--- config.mk ---
export PLATFORM = sky130hd
export DESIGN_NAME = byte_register_vm_execute_core
export DESIGN_NICKNAME = d
export VERILOG_FILES = /design/src/hdl/bvm_pkg.sv /design/src/hdl/bvm_front.sv /design/src/hdl/bvm_fifo.sv /design/src/hdl/bvm_back.sv /design/src/hdl/byte_register_vm_execute_core.sv
export VERILOG_INCLUDE_DIRS = /design/src /design/src/hdl
export SDC_FILE = /design/constraint.sdc
export NUM_CORES = 1
export LEC_CHECK = 0
export BUFFER_PORTS_ARGS = -buffer_cell sky130_fd_sc_hd__buf_2
export CORE_MARGIN = 1
export CORE_UTILIZATION = 35
export DETAILED_ROUTE_END_ITERATION = 8
export GPL_ROUTABILITY_DRIVEN = 0
export GPL_TIMING_DRIVEN = 0
export RECOVER_POWER = 25
export SYNTH_ARGS = -nofsm -noshare
export SYNTH_HDL_FRONTEND = slang
export SYNTH_SLANG_ARGS = --single-unit
export TNS_END_PERCENT = 5
--- constraint.sdc ---
create_clock -name clk -period 8.8 [get_ports clk]
set_input_delay 2.64 -clock clk [delete_from_list [all_inputs] [get_ports clk]]
set_output_delay 2.64 -clock clk [all_outputs]
set_load 0.05 [all_outputs]
--- src/hdl/assert_macros.svh ---
// Assertion macros shared by the execute core RTL.
// Depends on nothing; included by the files that carry assertions.
`ifndef ASSERT_MACROS_SVH
`define ASSERT_MACROS_SVH

// Same-cycle implication, disabled while in reset
`define BVM_ASSERT_IMP(label, clk, rst_n, ante, cons, msg) \
	label: assert property (@(posedge clk) disable iff (!rst_n) (ante) |-> (cons)) \
		else $error(msg);

// Next-cycle implication, disabled while in reset
`define BVM_ASSERT_NXT(label, clk, rst_n, ante, cons, msg) \
	label: assert property (@(posedge clk) disable iff (!rst_n) (ante) |=> (cons)) \
		else $error(msg);

`endif

--- src/hdl/bvm_pkg.sv ---
// Shared types and constants for the byte register execute core.
// No dependencies; used by every module of the block.
package bvm_pkg;

	// Default configuration of the machine
	localparam int REG_COUNT_DEF   = 16;
	localparam int IP_WIDTH_DEF    = 16;
	localparam int INSTR_BYTES_DEF = 2;

	// Depth of the queue between front and back
	localparam int FIFO_DEPTH = 4;

	// Operation codes
	typedef enum logic [4:0] {
		OP_RET  = 5'd0,
		OP_INC  = 5'd1,
		OP_DEC  = 5'd2,
		OP_MOV  = 5'd3,
		OP_JMP  = 5'd4,
		OP_JZ   = 5'd5,
		OP_JNZ  = 5'd6,
		OP_JFE  = 5'd7,
		OP_MOVC = 5'd8,
		OP_LSR  = 5'd9,
		OP_LSL  = 5'd10,
		OP_IN   = 5'd11,
		OP_OUT  = 5'd12,
		OP_ADD  = 5'd13,
		OP_SUB  = 5'd14,
		OP_XOR  = 5'd15,
		OP_OR   = 5'd16
	} op_t;

	// Jump condition class
	typedef enum logic [2:0] {
		JC_NONE     = 3'd0,
		JC_ALWAYS   = 3'd1,
		JC_ZERO_CLR = 3'd2,
		JC_ZERO_SET = 3'd3,
		JC_END      = 3'd4
	} jcond_t;

	// Decoded item as it travels through the queue
	typedef struct packed {
		op_t        op;
		logic       fault;
		logic       writes;
		jcond_t     jcond;
		logic [3:0] ra;
		logic [3:0] rb;
		logic [3:0] wa;
		logic [7:0] operand;
		logic [7:0] in_byte;
		logic       in_end;
	} item_t;

	// Queue status seen by front and back
	typedef struct packed {
		logic full;
		logic empty;
	} fifo_stat_t;

endpackage

--- src/hdl/bvm_front.sv ---
// Front end: accepts input items and classifies the operation code.
// Depends on bvm_pkg; feeds bvm_fifo.
module bvm_front (
	input  logic               in_valid,
	output logic               in_stall,
	input  logic [4:0]         operation,
	input  logic signed [7:0]  operand,
	input  logic [7:0]         in_byte,
	input  logic               in_end,
	input  bvm_pkg::fifo_stat_t stat,
	output logic               push,
	output bvm_pkg::item_t     push_item
);

	// Stall only on a full queue
	assign in_stall = stat.full;
	assign push     = in_valid && !stat.full;

	// Classify the operation
	always_comb begin
		push_item         = '0;
		push_item.op      = bvm_pkg::OP_RET;
		push_item.fault   = 1'b0;
		push_item.writes  = 1'b0;
		push_item.jcond   = bvm_pkg::JC_NONE;
		push_item.ra      = operand[3:0];
		push_item.rb      = operand[7:4];
		push_item.wa      = operand[3:0];
		push_item.operand = operand;
		push_item.in_byte = in_byte;
		push_item.in_end  = in_end;
		unique case (operation)
			bvm_pkg::OP_RET: begin
				push_item.op = bvm_pkg::OP_RET;
			end
			bvm_pkg::OP_INC, bvm_pkg::OP_DEC, bvm_pkg::OP_MOV, bvm_pkg::OP_LSR,
			bvm_pkg::OP_LSL, bvm_pkg::OP_IN, bvm_pkg::OP_ADD, bvm_pkg::OP_SUB,
			bvm_pkg::OP_XOR, bvm_pkg::OP_OR: begin
				push_item.op     = bvm_pkg::op_t'(operation);
				push_item.writes = 1'b1;
			end
			bvm_pkg::OP_MOVC: begin
				push_item.op     = bvm_pkg::OP_MOVC;
				push_item.writes = 1'b1;
				push_item.wa     = 4'd0;
			end
			bvm_pkg::OP_JMP: begin
				push_item.op    = bvm_pkg::OP_JMP;
				push_item.jcond = bvm_pkg::JC_ALWAYS;
			end
			bvm_pkg::OP_JZ: begin
				push_item.op    = bvm_pkg::OP_JZ;
				push_item.jcond = bvm_pkg::JC_ZERO_CLR;
			end
			bvm_pkg::OP_JNZ: begin
				push_item.op    = bvm_pkg::OP_JNZ;
				push_item.jcond = bvm_pkg::JC_ZERO_SET;
			end
			bvm_pkg::OP_JFE: begin
				push_item.op    = bvm_pkg::OP_JFE;
				push_item.jcond = bvm_pkg::JC_END;
			end
			bvm_pkg::OP_OUT: begin
				push_item.op = bvm_pkg::OP_OUT;
			end
			default: begin
				push_item.fault = 1'b1;
			end
		endcase
	end

endmodule

--- src/hdl/bvm_fifo.sv ---
// Short queue of decoded items between front and back.
// Depends on bvm_pkg and assert_macros.svh.
`include "assert_macros.svh"

module bvm_fifo (
	input  logic                clk,
	input  logic                arst_n,
	input  logic                push,
	input  bvm_pkg::item_t      push_item,
	input  logic                pop,
	output bvm_pkg::item_t      head,
	output bvm_pkg::fifo_stat_t stat
);

	localparam int DEPTH = bvm_pkg::FIFO_DEPTH;
	localparam int PTR_W = (DEPTH > 1) ? $clog2(DEPTH) : 1;
	localparam int CNT_W = $clog2(DEPTH + 1);

	bvm_pkg::item_t   mem_q [DEPTH];
	logic [PTR_W-1:0] wr_ptr_q;
	logic [PTR_W-1:0] rd_ptr_q;
	logic [CNT_W-1:0] count_q;
	logic             do_push;
	logic             do_pop;

	assign stat.full  = (count_q == CNT_W'(DEPTH));
	assign stat.empty = (count_q == '0);
	assign do_push    = push && !stat.full;
	assign do_pop     = pop && !stat.empty;
	assign head       = mem_q[rd_ptr_q];

	// Storage
	always_ff @(posedge clk) begin
		if (do_push) begin
			mem_q[wr_ptr_q] <= push_item;
		end
	end

	// Pointers and fill count
	always_ff @(posedge clk or negedge arst_n) begin
		if (!arst_n) begin
			wr_ptr_q <= '0;
			rd_ptr_q <= '0;
			count_q  <= '0;
		end else begin
			if (do_push) begin
				wr_ptr_q <= (wr_ptr_q == PTR_W'(DEPTH - 1)) ? '0 : wr_ptr_q + 1'b1;
			end
			if (do_pop) begin
				rd_ptr_q <= (rd_ptr_q == PTR_W'(DEPTH - 1)) ? '0 : rd_ptr_q + 1'b1;
			end
			if (do_push && !do_pop) begin
				count_q <= count_q + CNT_W'(1);
			end else if (do_pop && !do_push) begin
				count_q <= count_q - CNT_W'(1);
			end
		end
	end

	`BVM_ASSERT_NXT(a_fifo_grow, clk, arst_n, do_push && !do_pop, count_q == $past(count_q) + CNT_W'(1), "queue count did not grow on push")
	`BVM_ASSERT_NXT(a_fifo_shrink, clk, arst_n, do_pop && !do_push, count_q == $past(count_q) - CNT_W'(1), "queue count did not shrink on pop")

endmodule

--- src/hdl/bvm_back.sv ---
// Back end: register file read stage, execute stage and result register.
// Depends on bvm_pkg and assert_macros.svh; pulls items from bvm_fifo.
`include "assert_macros.svh"

module bvm_back #(
	parameter int REG_COUNT   = bvm_pkg::REG_COUNT_DEF,
	parameter int IP_WIDTH    = bvm_pkg::IP_WIDTH_DEF,
	parameter int INSTR_BYTES = bvm_pkg::INSTR_BYTES_DEF
) (
	input  logic                clk,
	input  logic                arst_n,
	input  bvm_pkg::item_t      head,
	input  bvm_pkg::fifo_stat_t stat,
	output logic                pop,
	output logic                res_valid,
	input  logic                res_stall,
	output logic [15:0]         next_ip,
	output logic                out_valid,
	output logic [7:0]          out_byte,
	output logic                halted,
	output logic                zero_state,
	output logic                end_state,
	output logic                fault
);

	localparam int RA_W = $clog2(REG_COUNT);

	// Register file with per-entry valid bits (invalid reads as zero)
	logic [7:0]           rf_q [REG_COUNT];
	logic [REG_COUNT-1:0] rf_vld_q;

	// Read stage
	logic           valid_s1;
	bvm_pkg::item_t item_s1;
	logic [7:0]     rd_a_s1;
	logic [7:0]     rd_b_s1;

	// Write that landed on the edge the read stage loaded
	logic       byp_en_q;
	logic [3:0] byp_idx_q;
	logic [7:0] byp_data_q;

	// Architectural state
	logic [IP_WIDTH-1:0] ip_q;
	logic                halt_q;
	logic                zero_q;
	logic                end_q;

	// Result register
	logic        res_valid_q;
	logic [15:0] next_ip_s2;
	logic        out_valid_s2;
	logic [7:0]  out_byte_s2;
	logic        halted_s2;
	logic        zero_s2;
	logic        end_s2;
	logic        fault_s2;

	logic                exec_fire;
	logic                load;
	logic [7:0]          rd_a_raw;
	logic [7:0]          rd_b_raw;
	logic [7:0]          a_val;
	logic [7:0]          b_val;
	logic [7:0]          wr_val;
	logic                take_jump;
	logic                active;
	logic                wr_go;
	logic [IP_WIDTH-1:0] ip_n;
	logic                halt_n;
	logic                zero_n;
	logic                end_n;
	logic                out_valid_n;

	// Handshake between stages
	assign exec_fire = valid_s1 && (!res_valid_q || !res_stall);
	assign load      = !stat.empty && (!valid_s1 || exec_fire);
	assign pop       = load;

	// Register reads for the item at the queue head
	always_comb begin
		rd_a_raw = '0;
		rd_b_raw = '0;
		if ((32'(head.ra) < REG_COUNT) && rf_vld_q[head.ra[RA_W-1:0]]) begin
			rd_a_raw = rf_q[head.ra[RA_W-1:0]];
		end
		if ((32'(head.rb) < REG_COUNT) && rf_vld_q[head.rb[RA_W-1:0]]) begin
			rd_b_raw = rf_q[head.rb[RA_W-1:0]];
		end
	end

	// Read stage registers
	always_ff @(posedge clk) begin
		if (load) begin
			item_s1    <= head;
			rd_a_s1    <= rd_a_raw;
			rd_b_s1    <= rd_b_raw;
			byp_idx_q  <= item_s1.wa;
			byp_data_q <= wr_val;
		end
	end

	always_ff @(posedge clk or negedge arst_n) begin
		if (!arst_n) begin
			valid_s1 <= 1'b0;
			byp_en_q <= 1'b0;
		end else begin
			if (load) begin
				valid_s1 <= 1'b1;
				byp_en_q <= wr_go;
			end else if (exec_fire) begin
				valid_s1 <= 1'b0;
			end
		end
	end

	// Operands with forwarding of the write the read missed
	assign a_val = (byp_en_q && byp_idx_q == item_s1.ra) ? byp_data_q : rd_a_s1;
	assign b_val = (byp_en_q && byp_idx_q == item_s1.rb) ? byp_data_q : rd_b_s1;

	// Value to be written
	always_comb begin
		unique case (item_s1.op)
			bvm_pkg::OP_INC:  wr_val = a_val + 8'd1;
			bvm_pkg::OP_DEC:  wr_val = a_val - 8'd1;
			bvm_pkg::OP_MOV:  wr_val = b_val;
			bvm_pkg::OP_MOVC: wr_val = item_s1.operand;
			bvm_pkg::OP_LSR:  wr_val = a_val >> 1;
			bvm_pkg::OP_LSL:  wr_val = a_val << 1;
			bvm_pkg::OP_IN:   wr_val = item_s1.in_byte;
			bvm_pkg::OP_ADD:  wr_val = a_val + b_val;
			bvm_pkg::OP_SUB:  wr_val = a_val - b_val;
			bvm_pkg::OP_XOR:  wr_val = a_val ^ b_val;
			bvm_pkg::OP_OR:   wr_val = a_val | b_val;
			default:          wr_val = '0;
		endcase
	end

	// Jump conditions, polarity as the machine defines them
	always_comb begin
		unique case (item_s1.jcond)
			bvm_pkg::JC_ALWAYS:   take_jump = 1'b1;
			bvm_pkg::JC_ZERO_CLR: take_jump = !zero_q;
			bvm_pkg::JC_ZERO_SET: take_jump = zero_q;
			bvm_pkg::JC_END:      take_jump = end_q;
			default:              take_jump = 1'b0;
		endcase
	end

	// Next state; halted machines and faulting codes leave it alone
	assign active = !halt_q && !item_s1.fault;
	assign wr_go  = exec_fire && active && item_s1.writes && (32'(item_s1.wa) < REG_COUNT);

	always_comb begin
		ip_n        = ip_q;
		halt_n      = halt_q;
		zero_n      = zero_q;
		end_n       = end_q;
		out_valid_n = 1'b0;
		if (active) begin
			if (take_jump) begin
				ip_n = ip_q + IP_WIDTH'($signed(item_s1.operand));
			end else begin
				ip_n = ip_q + IP_WIDTH'(INSTR_BYTES);
			end
			if (item_s1.op == bvm_pkg::OP_RET) begin
				halt_n = 1'b1;
			end
			if (item_s1.writes) begin
				zero_n = (wr_val == 8'd0);
			end
			if (item_s1.op == bvm_pkg::OP_IN) begin
				end_n = item_s1.in_end;
			end
			out_valid_n = (item_s1.op == bvm_pkg::OP_OUT);
		end
	end

	// Register file write
	always_ff @(posedge clk) begin
		if (wr_go) begin
			rf_q[item_s1.wa[RA_W-1:0]] <= wr_val;
		end
	end

	always_ff @(posedge clk or negedge arst_n) begin
		if (!arst_n) begin
			rf_vld_q <= '0;
		end else if (wr_go) begin
			rf_vld_q[item_s1.wa[RA_W-1:0]] <= 1'b1;
		end
	end

	// Architectural state update
	always_ff @(posedge clk or negedge arst_n) begin
		if (!arst_n) begin
			ip_q   <= '0;
			halt_q <= 1'b0;
			zero_q <= 1'b0;
			end_q  <= 1'b0;
		end else if (exec_fire) begin
			ip_q   <= ip_n;
			halt_q <= halt_n;
			zero_q <= zero_n;
			end_q  <= end_n;
		end
	end

	// Result register
	always_ff @(posedge clk) begin
		if (exec_fire) begin
			next_ip_s2   <= 16'(ip_n);
			out_valid_s2 <= out_valid_n;
			out_byte_s2  <= out_valid_n ? a_val : 8'd0;
			halted_s2    <= halt_n;
			zero_s2      <= zero_n;
			end_s2       <= end_n;
			fault_s2     <= !halt_q && item_s1.fault;
		end
	end

	always_ff @(posedge clk or negedge arst_n) begin
		if (!arst_n) begin
			res_valid_q <= 1'b0;
		end else if (exec_fire) begin
			res_valid_q <= 1'b1;
		end else if (!res_stall) begin
			res_valid_q <= 1'b0;
		end
	end

	assign res_valid  = res_valid_q;
	assign next_ip    = next_ip_s2;
	assign out_valid  = out_valid_s2;
	assign out_byte   = out_byte_s2;
	assign halted     = halted_s2;
	assign zero_state = zero_s2;
	assign end_state  = end_s2;
	assign fault      = fault_s2;

	`BVM_ASSERT_NXT(a_halt_sticky, clk, arst_n, halt_q, halt_q, "halt flag cleared")
	`BVM_ASSERT_NXT(a_fault_keeps_ip, clk, arst_n, exec_fire && item_s1.fault, ip_q == $past(ip_q), "faulting item moved the pointer")
	`BVM_ASSERT_IMP(a_no_write_halted, clk, arst_n, halt_q, !wr_go, "register write while halted")
	`BVM_ASSERT_IMP(a_out_byte_idle, clk, arst_n, res_valid_q && !out_valid_s2, out_byte_s2 == 8'd0, "out_byte nonzero without output")

endmodule

--- src/hdl/byte_register_vm_execute_core.sv ---
// Top level of the byte register machine execute core.
// Depends on bvm_pkg, bvm_front, bvm_fifo and bvm_back.
//
// Usage:
//   Input channel (in_valid / in_stall) carries one instruction per item:
//   operation, operand, in_byte and in_end. Result channel (res_valid /
//   res_stall) returns one item per instruction: next_ip, out_valid,
//   out_byte, halted, zero_state, end_state and fault.
//   An accepted item enters a four-entry queue, is read from the register
//   file into the read stage registers and then executed into the result
//   register. The execute stage retires one item per cycle while res_stall
//   is low, so the sustained rate is one item per cycle; register values
//   written by one item are forwarded to the next.
//   When res_stall is high the result register holds, the execute stage
//   waits, and the queue fills; in_stall rises once all four entries are
//   taken. Reset clears the registers to zero (by per-entry valid bits),
//   the pointer and all flags, and empties the queue and pipeline.
module byte_register_vm_execute_core #(
	parameter int REG_COUNT   = bvm_pkg::REG_COUNT_DEF,
	parameter int IP_WIDTH    = bvm_pkg::IP_WIDTH_DEF,
	parameter int INSTR_BYTES = bvm_pkg::INSTR_BYTES_DEF
) (
	input  logic              clk,
	input  logic              arst_n,
	input  logic              in_valid,
	output logic              in_stall,
	input  logic [4:0]        operation,
	input  logic signed [7:0] operand,
	input  logic [7:0]        in_byte,
	input  logic              in_end,
	output logic              res_valid,
	input  logic              res_stall,
	output logic [15:0]       next_ip,
	output logic              out_valid,
	output logic [7:0]        out_byte,
	output logic              halted,
	output logic              zero_state,
	output logic              end_state,
	output logic              fault
);

	logic                push;
	logic                pop;
	bvm_pkg::item_t      push_item;
	bvm_pkg::item_t      head;
	bvm_pkg::fifo_stat_t stat;

	// Decode and accept
	bvm_front u_front (
		.in_valid  (in_valid),
		.in_stall  (in_stall),
		.operation (operation),
		.operand   (operand),
		.in_byte   (in_byte),
		.in_end    (in_end),
		.stat      (stat),
		.push      (push),
		.push_item (push_item)
	);

	// Decoupling queue
	bvm_fifo u_fifo (
		.clk       (clk),
		.arst_n    (arst_n),
		.push      (push),
		.push_item (push_item),
		.pop       (pop),
		.head      (head),
		.stat      (stat)
	);

	// Execute
	bvm_back #(
		.REG_COUNT   (REG_COUNT),
		.IP_WIDTH    (IP_WIDTH),
		.INSTR_BYTES (INSTR_BYTES)
	) u_back (
		.clk        (clk),
		.arst_n     (arst_n),
		.head       (head),
		.stat       (stat),
		.pop        (pop),
		.res_valid  (res_valid),
		.res_stall  (res_stall),
		.next_ip    (next_ip),
		.out_valid  (out_valid),
		.out_byte   (out_byte),
		.halted     (halted),
		.zero_state (zero_state),
		.end_state  (end_state),
		.fault      (fault)
	);

endmodule

Yosys cells after proc, flatten, opt, wreduce, memory -nomap -nowiden. Memories as Yosys holds them, arrays and structs flattened. A register that Yosys moved wholly into a read port is not among the register bits. Cells that the tools add are included.

Add/subtract/negate cells: 10. Order comparisons: 4. Eq/ne operators: 38. Muxes and demuxes: 36. Bitwise logic cells: 3. Reduce and logical (&&, ||, !) cells: 37.

Operators by type and width (count): 8-bit one-hot mux with 11 select lines (1); 5-bit by 4-bit == test with 1-bit output (second input constant) (16); 5-bit one-hot mux with 7 select lines (1); 16-bit two-way mux (2); 5-bit by 2-bit == test with 1-bit output (second input constant) (4); 5-bit by 3-bit == test with 1-bit output (second input constant) (4); 1-bit two-way mux (20); 17-bit OR reduction (1); 16-bit adder (1); 16-bit by 2-bit adder with 16-bit output (second input constant) (1); 8-bit two-way mux (2); 16-bit bitwise OR (1); 4-bit by 5-bit less-than comparator with 1-bit output (second input constant) (3); 1-bit logical AND (14); 1-bit logical NOT (12); 3-bit one-hot mux with 4 select lines (1); 11-bit OR reduction (1); 5-bit by 1-bit == test with 1-bit output (second input constant) (2); 5-bit == test (second input constant) (2); 5-bit logical NOT (2); 10-bit OR reduction (1); 8-bit by 1-bit adder with 8-bit output (second input constant) (1); 8-bit adder (1); 1-bit binary-select mux with 4-bit select (2); other kinds (23) (32).

Flip-flop bits (word level): 125. RAM bits: 284. Input port bits: 26. Output and inout port bits: 31. Memories: 2.

Memory list: u_fifo.mem_q (words 4, width 39, rd ports 1, clocked after memory_dff 0, wr ports 1, RTL line bvm_fifo.sv:19) `bvm_pkg::item_t mem_q [DEPTH];`; u_back.rf_q (words 16, width 8, rd ports 2, clocked after memory_dff 2, wr ports 1, RTL line bvm_back.sv:29) `logic [7:0] rf_q [REG_COUNT];`.

Longest topological paths before layout.
Depth in word-level cells: 9. Depth in mapped cells: 18. Gate-level depth less buffers: 17.

Modules after synthesis. A second synthesis with hierarchy kept.

Cell total of the unflattened synthesis: 1213. Area, all modules: 19782.7 µm².

Modules (own cells, without submodules): bvm_back (times used 1, cells an instance 925, area an instance 13339.0 µm²); bvm_fifo (times used 1, cells an instance 241, area an instance 6094.6 µm²); bvm_front (times used 1, cells an instance 47, area an instance 349.1 µm²).

Worst setup path after synthesis. No wires, ideal clock.

Path kind: in2reg. Start point: input res_stall. End point: register u_fifo.count_q[1]. Data arrival time: 7.501 ns. Required time: 8.675 ns. Setup slack: 1.174 ns. Stages: 6. Path buffers: 0. Path through: a31oi_1 inv_1 ha_1 inv_1 fa_1 mux2_2.

Word-level cells in the longest chain between the ends: 9. Elaborated cells on any way between the ends: 11. Classes of those cells: 1 x mux; 10 x reduce/logical.

Ends and longest elaborated chain: from (decl) (RTL line byte_register_vm_execute_core.sv:32) `input logic res_stall,`; 1-bit logical NOT (*) (RTL line bvm_back.sv:76) `assign exec_fire = valid_s1 && (!res_valid_q || !res_stall);`; 1-bit logical OR (*) (RTL line bvm_back.sv:76); 1-bit logical AND (*) (RTL line bvm_back.sv:76); 1-bit logical OR (*) (RTL line bvm_back.sv:77) `assign load = !stat.empty && (!valid_s1 || exec_fire);`; 1-bit logical AND (*) (RTL line bvm_back.sv:77); 1-bit logical AND (*) (RTL line bvm_fifo.sv:29) `assign do_pop = pop && !stat.empty;`; 1-bit logical NOT (RTL line bvm_fifo.sv:52) `if (do_push && !do_pop) begin`; 1-bit logical AND (RTL line bvm_fifo.sv:52); 3-bit two-way mux / 2-bit nonzero test (equally long branches); to (signal assigned) (RTL line bvm_fifo.sv:53) `count_q <= count_q + CNT_W'(1);`; to (signal assigned) (RTL line bvm_fifo.sv:55) `count_q <= count_q - CNT_W'(1);`; to (decl) (RTL line bvm_fifo.sv:22) `logic [CNT_W-1:0] count_q;`.

Mark *: on every way between the ends. The rest lies on a longest branch, timed or not. A chain may end at the register's enable or synchronous reset.

Worst setup path after layout.
Start point: register u_back.item_s1[16] (netlist bit). End point: register u_back.zero_s2, in the netlist u_back.zero_state, data pin.

Word-level cells in the longest chain between the ends: 4.

Ends and longest elaborated chain: from (decl) (RTL line bvm_back.sv:34) `bvm_pkg::item_t item_s1;`; from (signal assigned) (RTL line bvm_back.sv:95) `item_s1 <= head;`; 8-bit one-hot mux with 11 select lines (RTL line bvm_back.sv:123) `unique case (item_s1.op)`; 8-bit logical NOT (RTL line bvm_back.sv:170) `zero_n = (wr_val == 8'd0);`; 1-bit two-way mux (RTL line bvm_back.sv:169) `if (item_s1.writes) begin`; 1-bit two-way mux (RTL line bvm_back.sv:160) `if (active) begin`; named net u_back.zero_n (RTL line bvm_back.sv:71) `logic zero_n;`; to (signal assigned) (RTL line bvm_back.sv:216) `zero_s2 <= zero_n;`; to (decl) (RTL line bvm_back.sv:55) `logic zero_s2;`.

The timed path passes the listed nets, and every way through them passes these cells.

==> run_results.csv <==
group,metric,value,unit
run_status,status,"finished with violations",
run_status,violations,"max-capacitance violations, max-slew violations",
synth,synth_compound_area_frac,0.06509,
routing,highest_layer,"met4",
clock_network,cts_resized,0,
sta,clock_skew,0.02195,ns
sta,worst_slew_margin_rel,-0.9125,
worst_setup_path,critPathMaxStageDelay,0.80,ns
routing,drt-pass1-iter-count,6,
sta,setup_viol_count_final,0,
worst_setup_path,slowest_stage,"edfxtp_1",
worst_hold_path,hold_class,"flop to flop",
finish,n_fill_cell,4724,
finish,antennaDiodeCount,0,
synth,yosys_warnings,0,
routing,dr_wl_met3,2576,um
synth,yosys.area_share.simple,0.08755,
floorplan,rows,83,
clock_network,clkSlewWorstSetupHoldPaths,0.06,ns
floorplan,fp.dieArea,53760,sq um
worst_setup_path,critPathTopFamily,"simple AND/OR/NAND/NOR gates",
global_route,grt_usage,0.1647,
placed_design,post_dp_cell_area,19740,sq um
worst_setup_path,reg2reg_setup_slack,2.50,ns
global_route,grt_max_degree,46,
synth,synth_cells,1178,
routing,drt_iter0_drc,1020,
synth,synth.avg_cell_area,15.70,sq um
routing,drt_drc_violations_left,0,
floorplan,io_pins,57,
sta,rsz0062_at_grt,"false",
placed_design,port_buffers,56,
routing,wl_per_cell,22.01,um
power_and_ir_drop,clkPwrFrac,0.246,
clock_network,cts_setup_buffers,0,
global_route,grt_antenna_before_repair,0,
synth,muxShareOfSynthArea,0.1697,
power_and_ir_drop,power,0.007005,W
finish,syn_to_final_growth,13.66,%
synth,synth-edff-count,340,
synth,ys_seq_area_frac,0.6130,
synth,synth_xor_area_frac,0.01373,
power_and_ir_drop,swShare,0.3471,
routing,vias,11050,
synth,yosysUniqueCellTypes,69,
clock_network,holdBufCountCts,0,
clock_network,cts-root-buf,"clkbuf_16",
clock_network,htreeDepth,2,
synth,synth_area,18490,sq um
global_route,grt_pass1_vias,11110,
finish,ff_latch_area,11340,sq um
power_and_ir_drop,p_seq_frac,0.387,
finish,layout-drive-gt1-share,0.1804,
power_and_ir_drop,power.internal,0.004574,W
worst_setup_path,cp_max_fo,18,
clock_network,clk_latency,0.57,ns
worst_setup_path,crit_chain,"xnor2_1, nand3_1, nor2_1, buf_2, mux2i_1, ha_1, a21oi_1, o21ai_0, fa_1, nand2b_1, a21oi_1, xor2_1, a211oi_1, nand4_1, nor2_1, nand2_1, o31ai_1",
global_route,grt_pass1_wl,66780,um
clock_network,cts_made_buffers,41,
power_and_ir_drop,p_sw,0.002432,W
worst_setup_path,endpoint_kind,"flop",
routing,antenna_left,0,
worst_setup_path,crit_buf_inv,1,
finish,layout.nets,1349,
placed_design,hpwl,30440,um
sta,report.final.hold_viol_count,0,
run,cap_violations,2,
floorplan,core_area,51720,sq um
floorplan,die_w,231.9,um
routing,totalWireLength,43890,um
synth,synth_nets,1245,
worst_setup_path,crit_required,9.08,ns
routing,met1_length,19300,um
sta,min_period,6.298,ns
sta,fmax,0.1588,GHz
synth,synthArstFlopShare,0.1169,
power_and_ir_drop,peakVddDrop,141.3,uV
clock_network,clkSinkCount,385,
power_and_ir_drop,p_per_area,333.3,nW/um^2
synth,synth_seq_cells,385,
sta,finalMaxSlewViolations,71,
synth,ys.flop_type,"edfxtp_1",
power_and_ir_drop,pwr-share-comb,0.367,
power_and_ir_drop,p_leak,7.276,nW
floorplan,start_util,0.3576,
sta,period_share,0.7157,
worst_setup_path,startpoint_type,"flop",
worst_setup_path,critPathKind,"flop to flop",
routing,detail_route.vias_per_cell,5.540,
worst_setup_path,worst_ep_arrival_time,6.58,ns
routing,wl_met2,20940,um
global_route,grt_overflow,0,
finish,final_design_area_no_fill,21020,sq um
floorplan,die_h,231.9,um
finish,multi_input_area,6798,sq um
clock_network,cts_max_path_buffers,3,
clock_network,cts_tree,"yes",
synth,synth_top_family_by_area,"multiplexers",
synth,yosys.area_share.adder,0.02950,
sta,tightest_slew,2.869,ns
-- state kept, by name, indices dropped and copies added (netlist names), 2 cells and up --
| signal | flops |
|---|---|
| u_back.byp_idx_q | 4 |
| u_back.rf_vld_q | 16 |
| u_fifo.mem_q | 124 |
| u_back.ip_q | 16 |
| u_back.next_ip | 16 |
| u_back.out_byte | 8 |
| u_fifo.count_q | 3 |
| u_back.rd_a_s1 | 8 |
| u_back.byp_data_q | 8 |
| u_back.rd_b_s1 | 8 |
| u_fifo.wr_ptr_q | 2 |
| u_back.rf_q | 128 |
| u_back.item_s1 | 31 |
| u_fifo.rd_ptr_q | 2 |
-- stage by stage --
step	hold WS [ns]	setup slack, ns	util	TNS [ns]	cells
2_1_floorplan	0.4451	1.174	-	0	1178
3_3_place_gp	0.4598	-1.320	0.3794	-3.678	1914
3_5_place_dp	0.4646	2.596	0.3816	0	1918
4_1_cts	0.4778	2.554	0.4077	0	1993
5_1_grt	0.4968	2.092	0.4064	0	1994
6_report	0.4760	2.502	0.4064	0	1994
-- power by group through the flow --
stage,clock [W],combinational [W],sequential (W)
6_report,0.00173,0.00257,0.00271
5_1_grt,0.00182,0.00277,0.00273
4_1_cts,0.00176,0.00260,0.00271
3_5_place_dp,0,0.00259,0.00275
3_3_place_gp,0,0.00253,0.00276
2_1_floorplan,0,0.00178,0.00274
-- path summary, 6_finish.rpt --
kind / cells past startpoint / startpoint / to
setup reg to reg: 17 / u_back.item_s1[16]$_DFFE_PP_ / u_back.zero_state$_DFFE_PP_
min in group asynchronous: 1 / arst_n / u_back.ip_q[15]$_DFFE_PN0P_
setup / recovery: 17 / u_back.item_s1[16]$_DFFE_PP_ / u_back.zero_state$_DFFE_PP_
hold reg to reg: 1 / u_back.rf_vld_q[14]$_DFFE_PN0P_ / u_back.rf_vld_q[14]$_DFFE_PN0P_
max in group asynchronous: 1 / arst_n / u_back.rf_vld_q[14]$_DFFE_PN0P_
hold / removal: 1 / u_back.rf_vld_q[14]$_DFFE_PN0P_ / u_back.rf_vld_q[14]$_DFFE_PN0P_
-- cell type report --
| class | instances | share of cell area |
|---|---|---|
| Timing Repair Buffer | 61 | 0.01494 |
| Tap cell | 680 | 0.04048 |
| Sequential cell | 385 | 0.5393 |
| Multi-Input combinational cell | 715 | 0.3234 |
| Clock buffer | 55 | 0.05471 |
| Buffer | 50 | 0.01262 |
| Clock inverter | 20 | 0.009524 |
| Inverter | 28 | 0.005000 |
-- cells in the final DEF, fill, tap and decap left out, types with 20 or more instances in the layout --
master and instances:
o21ai_0 41, ha_1 38, mux4_1 39, edfxtp_1 340, nor2_1 75, nand3_1 32, mux4_2 82, inv_1 28
buf_2 36, nor3_1 20, clkbuf_16 42, clkbuf_1 72, nand2_1 61, and2_1 29, a21oi_1 40, xnor2_1 22
dfrtp_1 45
-- worst reg2reg max path: stages, from the launching register on --
cell,delay (ns)
edfxtp_1,0.80
xnor2_1,0.22
nand3_1,0.16
nor2_1,0.21
buf_2,0.32
mux2i_1,0.57
ha_1,0.33
a21oi_1,0.11
o21ai_0,0.16
fa_1,0.50
nand2b_1,0.16
a21oi_1,0.22
xor2_1,0.15
a211oi_1,0.41
nand4_1,0.73
nor2_1,0.30
nand2_1,0.10
o31ai_1,0.56
-- logic make-up (layout without fill, tap and decap cells) --
family / count (synthesis) / in the layout
xor+xnor: 29 / 29
simple gates: 318 / 318
flops: 385 / 385
compound gates: 180 / 180
fa+ha+maj: 42 / 42
mux: 146 / 146
buf+inv: 78 / 214
-- layer usage --
metal  GRT usage  up-vias
li1            -     4957
met2      0.2698      404
met3     0.03107       93
met1      0.2197     5593
met4     0.05428        0
met5           0        -
-- cell usage after synthesis, types with 12 or more instances --
cell type    n  share of area
nand3_1     32         0.0087
dfrtp_1     45          0.061
edfxtp_1   340           0.55
inv_1       28         0.0057
a21oi_1     40          0.011
nor3_1      24         0.0065
clkbuf_1    31         0.0063
mux4_2      82           0.10
xnor2_1     22          0.010
mux2i_1     12         0.0065
nand2_1     61          0.012
mux4_1      39          0.055
ha_1        38          0.026
and2_1      35          0.012
mux2_2      13         0.0079
or2_2       19         0.0064
o21ai_0     41          0.011
nor2_1      75          0.015
No activity file was read; power rests on OpenSTA's default activity.
